`config.mk`:
```
export PLATFORM = sky130hd
export DESIGN_NAME = rau_div
export DESIGN_NICKNAME = d
export VERILOG_FILES = /design/src/rtl/core/rau_div.sv
export SDC_FILE = /design/constraint.sdc
export NUM_CORES = 1
export LEC_CHECK = 0
export ABC_AREA = 1
export BUFFER_PORTS_ARGS = -buffer_cell sky130_fd_sc_hd__buf_2
export CAP_MARGIN = 20
export CORE_UTILIZATION = 31
export DETAILED_ROUTE_END_ITERATION = 6
export PLACE_DENSITY = 0.53
export SYNTH_ARGS = -nofsm -noshare
export SYNTH_HDL_FRONTEND = slang
export SYNTH_SLANG_ARGS = --single-unit
```
`constraint.sdc`:
```
create_clock -name clk -period 5.2 [get_ports clk]
set_input_delay 1.04 -clock clk [delete_from_list [all_inputs] [get_ports clk]]
set_output_delay 1.04 -clock clk [all_outputs]
set_load 0.03 [all_outputs]
```
`src/rtl/core/rau_div.sv`:
```
// ----------------------------------------------------------------------------
// rau_div: restoring unsigned divider
// One quotient bit per cycle; quotient and remainder held after done.
// ----------------------------------------------------------------------------
module rau_div #(
	parameter int W = 32
) (
	input  logic         clk,
	input  logic         arst_n,
	input  logic         start,
	input  logic [W-1:0] n,
	input  logic [W-1:0] d,
	output logic [W-1:0] q,
	output logic [W-1:0] r,
	output logic         done
);

	localparam int CW = $clog2(W + 1);

	logic [W-1:0]  rem_q, quo_q, den_q;
	logic [CW-1:0] cnt_q;
	logic          busy_q, done_q;
	logic [W:0]    trial;
	logic [W:0]    diff;

	assign trial = {rem_q, quo_q[W-1]};
	assign diff  = trial - {1'b0, den_q};
	assign q     = quo_q;
	assign r     = rem_q;
	assign done  = done_q;

	// control
	always_ff @(posedge clk or negedge arst_n) begin
		if (!arst_n) begin
			busy_q <= 1'b0;
			done_q <= 1'b0;
			cnt_q  <= '0;
		end else begin
			done_q <= 1'b0;
			if (start) begin
				busy_q <= 1'b1;
				cnt_q  <= CW'(W);
			end else if (busy_q) begin
				cnt_q <= cnt_q - 1'b1;
				if (cnt_q == CW'(1)) begin
					busy_q <= 1'b0;
					done_q <= 1'b1;
				end
			end
		end
	end

	// shift-subtract step
	always_ff @(posedge clk) begin
		if (start) begin
			rem_q <= '0;
			quo_q <= n;
			den_q <= d;
		end else if (busy_q) begin
			if (!diff[W]) begin
				rem_q <= diff[W-1:0];
				quo_q <= {quo_q[W-2:0], 1'b1};
			end else begin
				rem_q <= trial[W-1:0];
				quo_q <= {quo_q[W-2:0], 1'b0};
			end
		end
	end

endmodule

```
Word-level counts from Yosys, hierarchy flattened
Cells that the tools add are included.

Flip-flop bits (word level): 104. Latch bits: 0. Input port bits: 67. Bits in read-only memories: 0. Bits in writable memories: 0. Memories: 0.

Mux-type cells: 12. Div/mod/pow operators: 0. Magnitude comparators: 0. Multipliers: 0. $add $sub $neg: 2. Equal/unequal tests: 1. Reductions and logical operators: 1. Bitwise operators: 0. Shifts and indexed selects: 0.

Operators with widths (number): $mux W32 (3); $sub A33 B32 Y33 (1); $mux W6 (2); $mux W1 (7); $eq A6 B1 Y1 const B (1); $sub A6 B1 Y6 const B (1); $reduce_bool A2 Y1 (1).

Depth between registers and ports, before layout
Depth after elaboration: 4. Mapped depth: 18.

Worst setup path before layout
No wires, ideal clock.

Kind: reg-to-reg. Start point: register quo_q[31] (netlist: q[31]). End point: register quo_q[0] (netlist: q[0]) (data pin). Library setup time: 270 ps. Data required time: 4930 ps. Stages on the path, launching flop included: 17. Arrival: 2246 ps. Path slack: 2684 ps. Period minus slack after synthesis: 2516 ps. Cells stage by stage: edfxtp_1 > inv_1 > ha_1 > fa_1 > inv_1 > nand2_1 > nand2_1 > nand3_1 > nand2_1 > nand2_1 > nand2_2 > nand2_2 > nand2_2 > nand2_2 > nand2_4 > buf_6 > o21ai_0.

Cells in the longest elaborated chain, start to end: 4.

Ends and longest elaborated chain: start, declared (line 20) `logic [W-1:0] rem_q, quo_q, den_q;`; start signal, assigned (line 57) `quo_q <= n;`; start signal, assigned (line 62) `quo_q <= {quo_q[W-2:0], 1'b1};`; start signal, assigned (line 65) `quo_q <= {quo_q[W-2:0], 1'b0};`; $sub A33 B32 Y33 (line 27) `assign diff = trial - {1'b0, den_q};`; $mux W1 (line 60) `if (!diff[W]) begin`; $mux W32 (line 59) `end else if (busy_q) begin`; $mux W32 (line 55) `if (start) begin`.

Every way passes these cells. The select of a mux whose other input is x is not followed. A chain may end at the register's enable or synchronous reset.

Final worst setup path
Start point: input start. End point: register quo_q[23] (netlist: q[23]) (data pin).

Cells in the longest elaborated chain, start to end: 1.

Ends and longest elaborated chain: start, declared (line 10) `input logic start,`; $mux W32 (line 55).

Every way passes these cells.

==> results.md <==
* Ports at 132
* EDFF count, synth at 64
* Yosys top cell area share at 0.278
* Clock Skew at 0.0121 ns
* Placed cell area at 7850 µm²
* Die Area at 22900 µm²
* Synthesized area at 6920 µm²
* RSZ-0062 raised after global routing: false
* Worst hold path cell count at 2
* DRC at 0
* Power per cell area at 263 nW/µm²
* WP data required at 5.32 ns
* Routability cong. at 0.917
* Yosys reg bits at 104
* Syn-to-layout area delta at 18.1%
* Synth unique cells at 35
* Via/cell ratio at 4.38
* Synthesized area per cell at 6.76 µm²
* Via count at 6285
* Final Slew Violations at 0
* WL met2 at 8050 µm
* CP Max Fanout at 36
* Routed WL at 18400 µm
* Worst setup EP type: flop
* Max-cap violations at 0
* Status: completed
* Longest Clk Path Bufs at 2
* Placed instance count at 1419
* H-tree depth at 3
* Fin. Hold Viols at 0
* Pin count of the biggest net entering global routing at 37
* Top sig layer: met5
* Grt total ovfl at 0
* Final setup viols at 0
* Initial Util at 0.316
* DR pass1 iterations at 5
* Max Freq at 0.347 GHz
* CP arrival at 3.00 ns
* First-pass GRT wire length at 30100 µm
* TritonCTS clock tree: done
* Post-Route Setup TNS at 0 ns
* Rows at 54
* Pleak at 4.63 nW
* Register area at 2760 µm²
* Area contributors post-synth: edfxtp_1, nand2_1, inv_1
* Core area at 21900 µm²
* Post_cts resized at 0
* Die Wd at 151 µm
* Vias in the first global route at 6079
* Worst hold slack at 0.488 ns
* N_diodes at 0
* Int Pwr at 0.00144 W
* Post-DR wirelength/cell at 12.8 µm
* Sequential share of power at 0.461
* Net Sw Frac at 0.330
* Post-Syn Nets at 1126
* Finished Cell Area at 8170 µm²
* Worst Hold Class: reg2reg
* Fin cells at 1435
* GRT Util Overall at 0.169
* DR iter-0 viols at 281
* HPWL Detailed at 13900 µm
* Count leader, synth: nand2_1
* Syn Inst Count at 1024
* Async SR Flop Fraction at 0.0769
* Hold-fix buffers at CTS at 0
* Worst vdd ir at 154 µV
* Ys flop type: edfxtp_1
* FF-to-FF path depth at 15
* Sink Count at 104
* Final min period at 2.88 ns
* Most frequent cells after synthesis: nand2_1, inv_1, edfxtp_1
* CP Launch Type: input pin
* Antenna violations before repair at 2
* Dominant cell type by area after synthesis: edfxtp_1
* Fillers at 2409
* Warnings, synthesis at 0
* Period utilisation layout at 0.554
* Remaining antenna violation count at 0
* Sw Pwr at 0.000710 W
* Post-CTS Setup Bufs at 0
* Share of cells above drive strength 1 at 0.150
* Clock Tree Root: clkbuf_16
* Kind of critical path: in2reg
* Clock share of power at 0.350
* Routed met1 length at 8990 µm
* Met3 WL at 1170 µm
* Logic pwr share at 0.189
* Area of the multi-input gates at 3300 µm²
* IO Port Bufs at 131
* Seq/Total Area, Yosys at 0.399
* Cts bufs inserted at 9
* Final core occ at 0.373
* Chip height at 151 µm
* Max_slew headroom at 0.354
* Tightest Pin Transition at 0.964 ns
* Final nets at 1252
* Reg clk slew, reported paths at 0.09 ns
* Clk_lat worst skew at 0.37 ns
==> power by group through the flow <==
stage	registers, W	logic [W]	clock network [W]
after floorplan	0.00108	0.000206	0
after detailed placement	0.00101	0.000412	0
after CTS	0.000992	0.000412	0.000777
after global placement	0.00101	0.000406	0
final	0.000991	0.000407	0.000751
after global routing	0.00100	0.000458	0.000800
==> placed cells by master (no fill, tap or decap), types with 2 or more instances in the layout <==
cell	count
o21ai_0	9
ha_1	34
nor3_1	7
xnor2_1	12
inv_1	201
nand2_2	10
buf_2	131
clkinv_1	2
a21oi_1	22
nand4_1	9
dfrtp_1	8
o21ai_1	2
nand2_4	3
clkinv_8	3
inv_12	2
nor2_4	2
and2_1	7
o21bai_1	3
xor2_1	3
clkbuf_16	9
edfxtp_1	64
nand3_1	61
nor2_2	5
buf_4	2
nand2_1	457
nor2_1	42
dfxtp_1	32
==> worst paths after layout <==
kind                                         start                    to  slack (ns)
worst max-delay path                         start       q[23]$_DFFE_PP_        2.32
worst min-delay path            r[22]$_SDFFE_PP0P_    r[22]$_SDFFE_PP0P_        0.49
worst max register to register     q[31]$_DFFE_PP_        q[0]$_DFFE_PP_        2.40
worst min register to register  r[22]$_SDFFE_PP0P_    r[22]$_SDFFE_PP0P_        0.49
max in group asynchronous                   arst_n  cnt_q[5]$_DFFE_PN0P_        4.52
min in group asynchronous                   arst_n  cnt_q[1]$_DFFE_PN0P_        0.50
==> cell families after synthesis <==
group                      count (synthesis)  synth area share
adders and majority gates                 35            0.0643
and+or+nand+nor                          610             0.362
xor gates and xnor gates                  15            0.0190
DFF                                      104             0.399
buffers and inverters                    222             0.127
AOI/OAI and AO/OA                         38            0.0291
==> worst max-delay path, cell delays in order <==
cell,delay [ns]
buf_2,0.59
clkinv_1,1.01
nand2_1,0.25
nand2_1,0.08
==> registers in the layout (all words and copies together) (netlist names) <==
name / flops
done: 1
r: 32
busy_q: 1
cnt_q: 6
q: 32
den_q: 32
==> cell type report <==
cell class | count | share of cell area
flip-flops and latches | 104 | 0.338
clock inverters | 7 | 0.0124
repair buffers | 133 | 0.0821
clock buffers | 9 | 0.0276
multi-input cells | 698 | 0.403
inverters | 204 | 0.0937
well taps | 280 | 0.0429
==> metal layers <==
| layer | vias to the layer above | GRT usage |
|---|---|---|
| met3 | 13 | 0.0455 |
| met2 | 132 | 0.273 |
| met1 | 2781 | 0.224 |
| li1 | 3357 | - |
| met5 | - | 0 |
| met4 | 2 | 0.0410 |
==> metrics by stage <==
stage,power [W],setup slack (ns)
after floorplan,0.00129,2.68
after global placement,0.00142,1.87
after detailed placement,0.00142,1.82
after CTS,0.00218,2.24
after global routing,0.00226,2.05
final,0.00215,2.32
No activity file was read; power rests on OpenSTA's default activity.
