`src/rtl/core/rau_gcd.sv`:
```
// ----------------------------------------------------------------------------
// rau_gcd: iterative binary gcd
// One compare/subtract/shift step per cycle; result held until next start.
// ----------------------------------------------------------------------------
module rau_gcd #(
	parameter int W = 32
) (
	input  logic         clk,
	input  logic         arst_n,
	input  logic         start,
	input  logic [W-1:0] x,
	input  logic [W-1:0] y,
	output logic [W-1:0] g,
	output logic         done
);

	localparam int SW = $clog2(W);

	logic [W-1:0]  x_q, y_q, g_q;
	logic [SW-1:0] sh_q;
	logic          busy_q, done_q;
	logic          fin;

	assign fin  = (x_q == '0) || (y_q == '0);
	assign g    = g_q;
	assign done = done_q;

	// control
	always_ff @(posedge clk or negedge arst_n) begin
		if (!arst_n) begin
			busy_q <= 1'b0;
			done_q <= 1'b0;
		end else begin
			done_q <= 1'b0;
			if (start) begin
				busy_q <= 1'b1;
			end else if (busy_q && fin) begin
				busy_q <= 1'b0;
				done_q <= 1'b1;
			end
		end
	end

	// one binary gcd step
	always_ff @(posedge clk) begin
		if (start) begin
			x_q  <= x;
			y_q  <= y;
			sh_q <= '0;
		end else if (busy_q) begin
			if (fin) begin
				g_q <= (x_q | y_q) << sh_q;
			end else if (!x_q[0] && !y_q[0]) begin
				x_q  <= x_q >> 1;
				y_q  <= y_q >> 1;
				sh_q <= sh_q + 1'b1;
			end else if (!x_q[0]) begin
				x_q <= x_q >> 1;
			end else if (!y_q[0]) begin
				y_q <= y_q >> 1;
			end else if (x_q >= y_q) begin
				x_q <= (x_q - y_q) >> 1;
			end else begin
				y_q <= (y_q - x_q) >> 1;
			end
		end
	end

endmodule

```
`config.mk`:
```
export PLATFORM = sky130hd
export DESIGN_NAME = rau_gcd
export DESIGN_NICKNAME = d
export VERILOG_FILES = /design/src/rtl/core/rau_gcd.sv
export SDC_FILE = /design/constraint.sdc
export NUM_CORES = 1
export LEC_CHECK = 0
export BUFFER_PORTS_ARGS = -buffer_cell sky130_fd_sc_hd__buf_2
export CAP_MARGIN = 20
export CORE_AREA = 2 2 228 162
export DETAILED_ROUTE_END_ITERATION = 6
export DIE_AREA = 0 0 230 164
export GPL_TIMING_DRIVEN = 0
export HOLD_SLACK_MARGIN = 0.03
export SYNTH_ARGS = -nofsm -noshare
export SYNTH_HDL_FRONTEND = slang
export SYNTH_SLANG_ARGS = --single-unit
```
`constraint.sdc`:
```
create_clock -name clk -period 5.07 [get_ports clk]
set_input_delay 0.7605 -clock clk [delete_from_list [all_inputs] [get_ports clk]]
set_output_delay 0.7605 -clock clk [all_outputs]
set_load 0.01 [all_outputs]
```
# --- After elaboration in Yosys (flattened, before gate mapping) ---
# Cells that the tools add are included.
# W data, S select, Z words.
totals:
  regBits: 103
  out_inout_bits: 33
  wordCells: 54
op_classes:
  order_cmp: 1
  shifts: 1
  bitwise_logic: 3
  reduce_logical: 16
  addsub: 3
  muxes: 18
  eq_ne: 4
ops:
  columns: ["cell", "n"]
  rows:
  - ["$mux W32", 14]
  - ["$logic_not A32 Y1", 2]
  - ["$sub A32 B32 Y32", 2]
  - ["$ge A32 B32 Y1", 1]
  - ["$or A32 B32 Y32", 1]
  - ["$shl A32 B5 Y32", 1]
  - ["$reduce_and A3 Y1", 3]
  - ["$ne A4 B2 Y1 const B", 2]
  - ["$reduce_and A4 Y1", 2]
  - ["$add A5 B1 Y5 const B", 1]
  - ["$mux W1", 4]
  - ["$ne A4 B4 Y1 const B", 1]
  - ["$reduce_bool A2 Y1", 2]
  - ["$reduce_bool A3 Y1", 1]
  - ["$logic_and A1 B1 Y1", 2]
  - ["$logic_not A1 Y1", 2]
  - ["$ne A2 B2 Y1 const B", 1]
  - ["$not A1 Y1", 2]
  - ["$reduce_and A2 Y1", 1]
  - ["$logic_or A1 B1 Y1", 1]

# --- Depth between registers and ports, before layout ---
logic_depth:
  word_depth: 8
  ltp_mapped: 13

# --- Worst setup path before layout ---
# Ideal clock, no wire load.
synth_path:
  kind: "in2reg"
  from: "input port start"
  to: "register g_q[0] (netlist: g[0]), enable pin"
  path_slack_ns: 0.881
  t_arrival_ns: 3.721
  stages: 4
  path_cell_list: "clkbuf_1 -> clkbuf_1 -> clkbuf_1 -> nor3b_1"
synth_between:
  elab_chain_cells: 2
synth_lines:
  columns: ["element", "line_no", "text"]
  rows:
  - ["start, declared", "10", "input logic start,"]
  - ["$not A1 Y1 (no source line)", null, null]
  - ["$reduce_and A3 Y1 (no source line)", null, null]
  - ["end signal, assigned", "52", "g_q <= (x_q | y_q) << sh_q;"]
  - ["end, declared", "19", "logic [W-1:0] x_q, y_q, g_q;"]
# Every way passes these cells.
# A chain may end at the register's enable or synchronous reset.

# --- Worst setup path in the final report ---
layout_path:
  from: "register x_q[3]"
  to: "register y_q[30], data pin"
layout_between:
  elab_chain_cells: 8
layout_lines:
  columns: ["element", "line_no", "text"]
  rows:
  - ["start, declared", "19", null]
  - ["start signal, assigned", "54", "x_q <= x_q >> 1;"]
  - ["start signal, assigned", "58", "x_q <= x_q >> 1;"]
  - ["start signal, assigned", "62", "x_q <= (x_q - y_q) >> 1;"]
  - ["$sub A32 B32 Y32", "64", "y_q <= (y_q - x_q) >> 1;"]
  - ["$mux W32", "61", "end else if (x_q >= y_q) begin"]
  - ["$mux W32", "59", "end else if (!y_q[0]) begin"]
  - ["$mux W32", "57", "end else if (!x_q[0]) begin"]
  - ["$mux W32", "53", "end else if (!x_q[0] && !y_q[0]) begin"]
  - ["$mux W32", "51", "if (fin) begin"]
  - ["$mux W32", "50", "end else if (busy_q) begin"]
  - ["$mux W32", "46", "if (start) begin"]
  - ["end signal, assigned", "48", "y_q <= y;"]
  - ["end signal, assigned", "55", "y_q <= y_q >> 1;"]
  - ["end signal, assigned", "60", "y_q <= y_q >> 1;"]
  - ["end, declared", "19", null]
# Every way passes these cells. The select of a mux whose other input is x is not followed.

==> out/qor.yml <==
run_status:
  status: "complete, no violations"
sta:
  clock.fmax_mhz: 239
  layout_min_cycle_time_ns: 4.18
  maxSlewHeadroom: 0.199
  fin_skew_ns: 0.0193
  finalMaxSlewViolations: 0
  rsz0062_at_grt: "false"
  setup_viol: 0
  final_hold_viol_count: 0
  period_share: 0.825
  worstMarginPinSlew_ns: 1.19
critical_path:
  crit_path_max_fanout: 8
  worstPathArrival_ns: 4.30
  critPathBufInv: 2
  cp_top_family: "compound AO/OA/AOI/OAI gates"
  path_common_cell: "o21ai_0"
  path_cells: "inv_1 > ha_1 > buf_2 > nor2b_1 > o21a_1 > o31ai_1 > o21ai_0 > o21ai_0 > a21oi_1 > xor2_1 > o221ai_1"
  critPathRequiredTime_ns: 5.18
  cp-end-kind: "register"
  cpPeakStageDelay_ns: 0.98
  cp_slowest_cell: "o31ai_1"
  crit_type: "register to register"
  startpoint_type: "register"
cells_and_area:
  n_antenna_cell: 0
  final_cell_mix: "132 x inv_1, 127 x a21oi_1, 115 x buf_2, 115 x nor2_1, 97 x ha_1"
  fin_area_sq_mm: 0.0120
  drive_gt1_frac: 0.153
  syn2layout_area_growth_pct: 14.0
  nets: 1519
  mostFrequentLayoutCell: "inv_1"
clock_tree:
  cts_resized: 0
  ctsHoldBuffers: 0
  h-tree-depth: 3
  clk_path_buf_depth: 2
  clockRootBuffer: "clkbuf_16"
  post_cts_buffers: 0
  cts_sinks: 103
  cts_buffers: 9
  clk_pin_slew_ns: 0.09
  cts_tree: "done"
  insertion_delay_ns: 0.39
placed_design:
  gp_congestion: 0.995
  place_area_sq_mm: 0.0117
  dp_hpwl_um: 34400
  io_buffers: 98
yosys:
  synth_compound_area_frac: 0.240
  synth_top_family_by_area: "compound AO/OA/AOI/OAI gates"
  async_flop_share: 0.0194
  ys_warn_count: 0
  synth_xor_area_frac: 0.0465
  synth-simple-area-share: 0.153
  yosys.area.top_type_share: 0.273
  synth_edf_count: 96
  synth-seq-cells: 103
  ys.flop_type: "edfxtp_1"
  synth_cell_types: 71
  syn_inst: 1240
  syn_nets: 1406
  synth_area_leaders: "edfxtp_1 27%, ha_1 11%, a21oi_1 6.0%"
  synth_fa_ha_area_frac: 0.119
  ys_seq_area_frac: 0.287
  netlist_area_sq_mm: 0.0106
  synth_area_per_cell_sq_um: 8.51
  synth.area.mux_share: 0.0742
  synth_top_area_cell: "edfxtp_1"
routing:
  finalWirelength_um: 42100
  postRouteAntennaNets: 0
  wl_per_cell_um: 22.9
  routed_via_density: 5.66
  drc: 0
  drt_iter0_markers: 1154
  drtPass1Iterations: 5
  wl_met1_um: 19900
  wl_met2_um: 16700
  wl_met3_um: 4230
  num_vias: 10400
  highest_layer: "met4"
floorplanning:
  num_io_pins: 100
  initial_core_util: 0.297
  die_w_um: 230
  fp.dieArea_sq_mm: 0.0377
  die_y_um: 164
  row_count: 58
  fp.coreArea_sq_mm: 0.0356
grt:
  grt_use_total: 0.222
  grt_max_degree: 25
  grt_overflow: 0
  grt_pass1_vias: 9848
  antenna_found_initial: 0
  grt_pass1_wl_um: 62600
hold_path:
  hold_class: "primary input to asynchronous set/reset pin"
flow_run:
  maxCapViolations: 0
## sequential cells by signal (all words and copies together) (netlist names)
register	count
busy_q	1
sh_q	5
y_q	32
x_q	32
g	32
done	1
## per-layer routing
| metal | up-vias | GRT usage |
|---|---|---|
| li1 | 4731 | - |
| met4 | 0 | 0.0701 |
| met5 | - | 0 |
| met2 | 505 | 0.312 |
| met1 | 5103 | 0.326 |
| met3 | 73 | 0.0585 |
## synthesized netlist by cell type (4+ instances only)
library cell	n
a311oi_1	5
a22oi_1	8
nor4_1	28
mux2i_1	31
o21ai_1	8
nand4_1	10
xor2_1	4
edfxtp_1	96
inv_1	132
clkbuf_1	46
a221oi_1	18
o221ai_1	16
mux4_2	12
nor3_1	27
dfxtp_1	5
o31a_1	8
nand2b_1	9
o31ai_1	26
nand3_1	14
mux2_2	18
or3_1	5
a221oi_2	13
ha_1	97
o211ai_1	6
nand2_1	78
o21bai_1	12
nor2_1	115
or2_2	8
nor2b_1	21
buf_1	8
a211oi_1	12
o22ai_1	8
a21o_1	8
o21ai_0	48
o21a_1	15
xnor2_1	52
a21oi_1	127
and2_1	7
buf_2	17
a31oi_1	8
## final timing paths
| path | from | endpoint | slack [ns] | cells past startpoint |
|---|---|---|---|---|
| setup reg to reg | x_q[3]$_DFFE_PP_ | y_q[30]$_DFFE_PP_ | 0.89 | 11 |
| setup / recovery | x_q[3]$_DFFE_PP_ | y_q[30]$_DFFE_PP_ | 0.89 | 11 |
| hold reg to reg | busy_q$_DFFE_PN0P_ | done$_DFF_PN0_ | 0.55 | 2 |
| max in group asynchronous | arst_n | done$_DFF_PN0_ | 4.82 | 1 |
| min in group clk | busy_q$_DFFE_PN0P_ | done$_DFF_PN0_ | 0.55 | 2 |
| hold / removal | arst_n | busy_q$_DFFE_PN0P_ | 0.15 | 1 |
## logic make-up (layout without fill, tap and decap cells)
kind of cell | count (synthesis) | in the layout
flip-flops | 103 | 103
XOR/XNOR | 56 | 56
AO/OA/AOI/OAI | 372 | 372
multiplexers | 61 | 61
buffers and inverters | 212 | 330
adder cells (fa/ha/maj) | 99 | 99
AND/OR/NAND/NOR | 337 | 337
## per-stage QoR
step	cells	hold slack (ns)	utilization	setup WS (ns)	setup TNS (ns)
final	1838	0.151	0.339	0.886	0
after global routing	1838	0.144	0.339	0.739	0
after CTS	1838	0.141	0.339	1.08	0
after detailed placement	1822	0.541	0.330	1.11	0
after global placement	1818	0.507	0.328	-0.700	-41.98
after floorplan	1240	0.465	-	0.881	0
## final cells by class
type                    count  area, sq um
plain buffers              76          337
repair buffers            102          561
well taps                 480          601
clock inverters             7         77.6
inverters                 136          510
flip-flops and latches    103         3030
fillers                  3823        23500
multi-input cells         925         6700
clock buffers               9          225
Power is not shown: default switching activity piles up to over one toggle a cycle in this logic, so the estimate is an artifact.
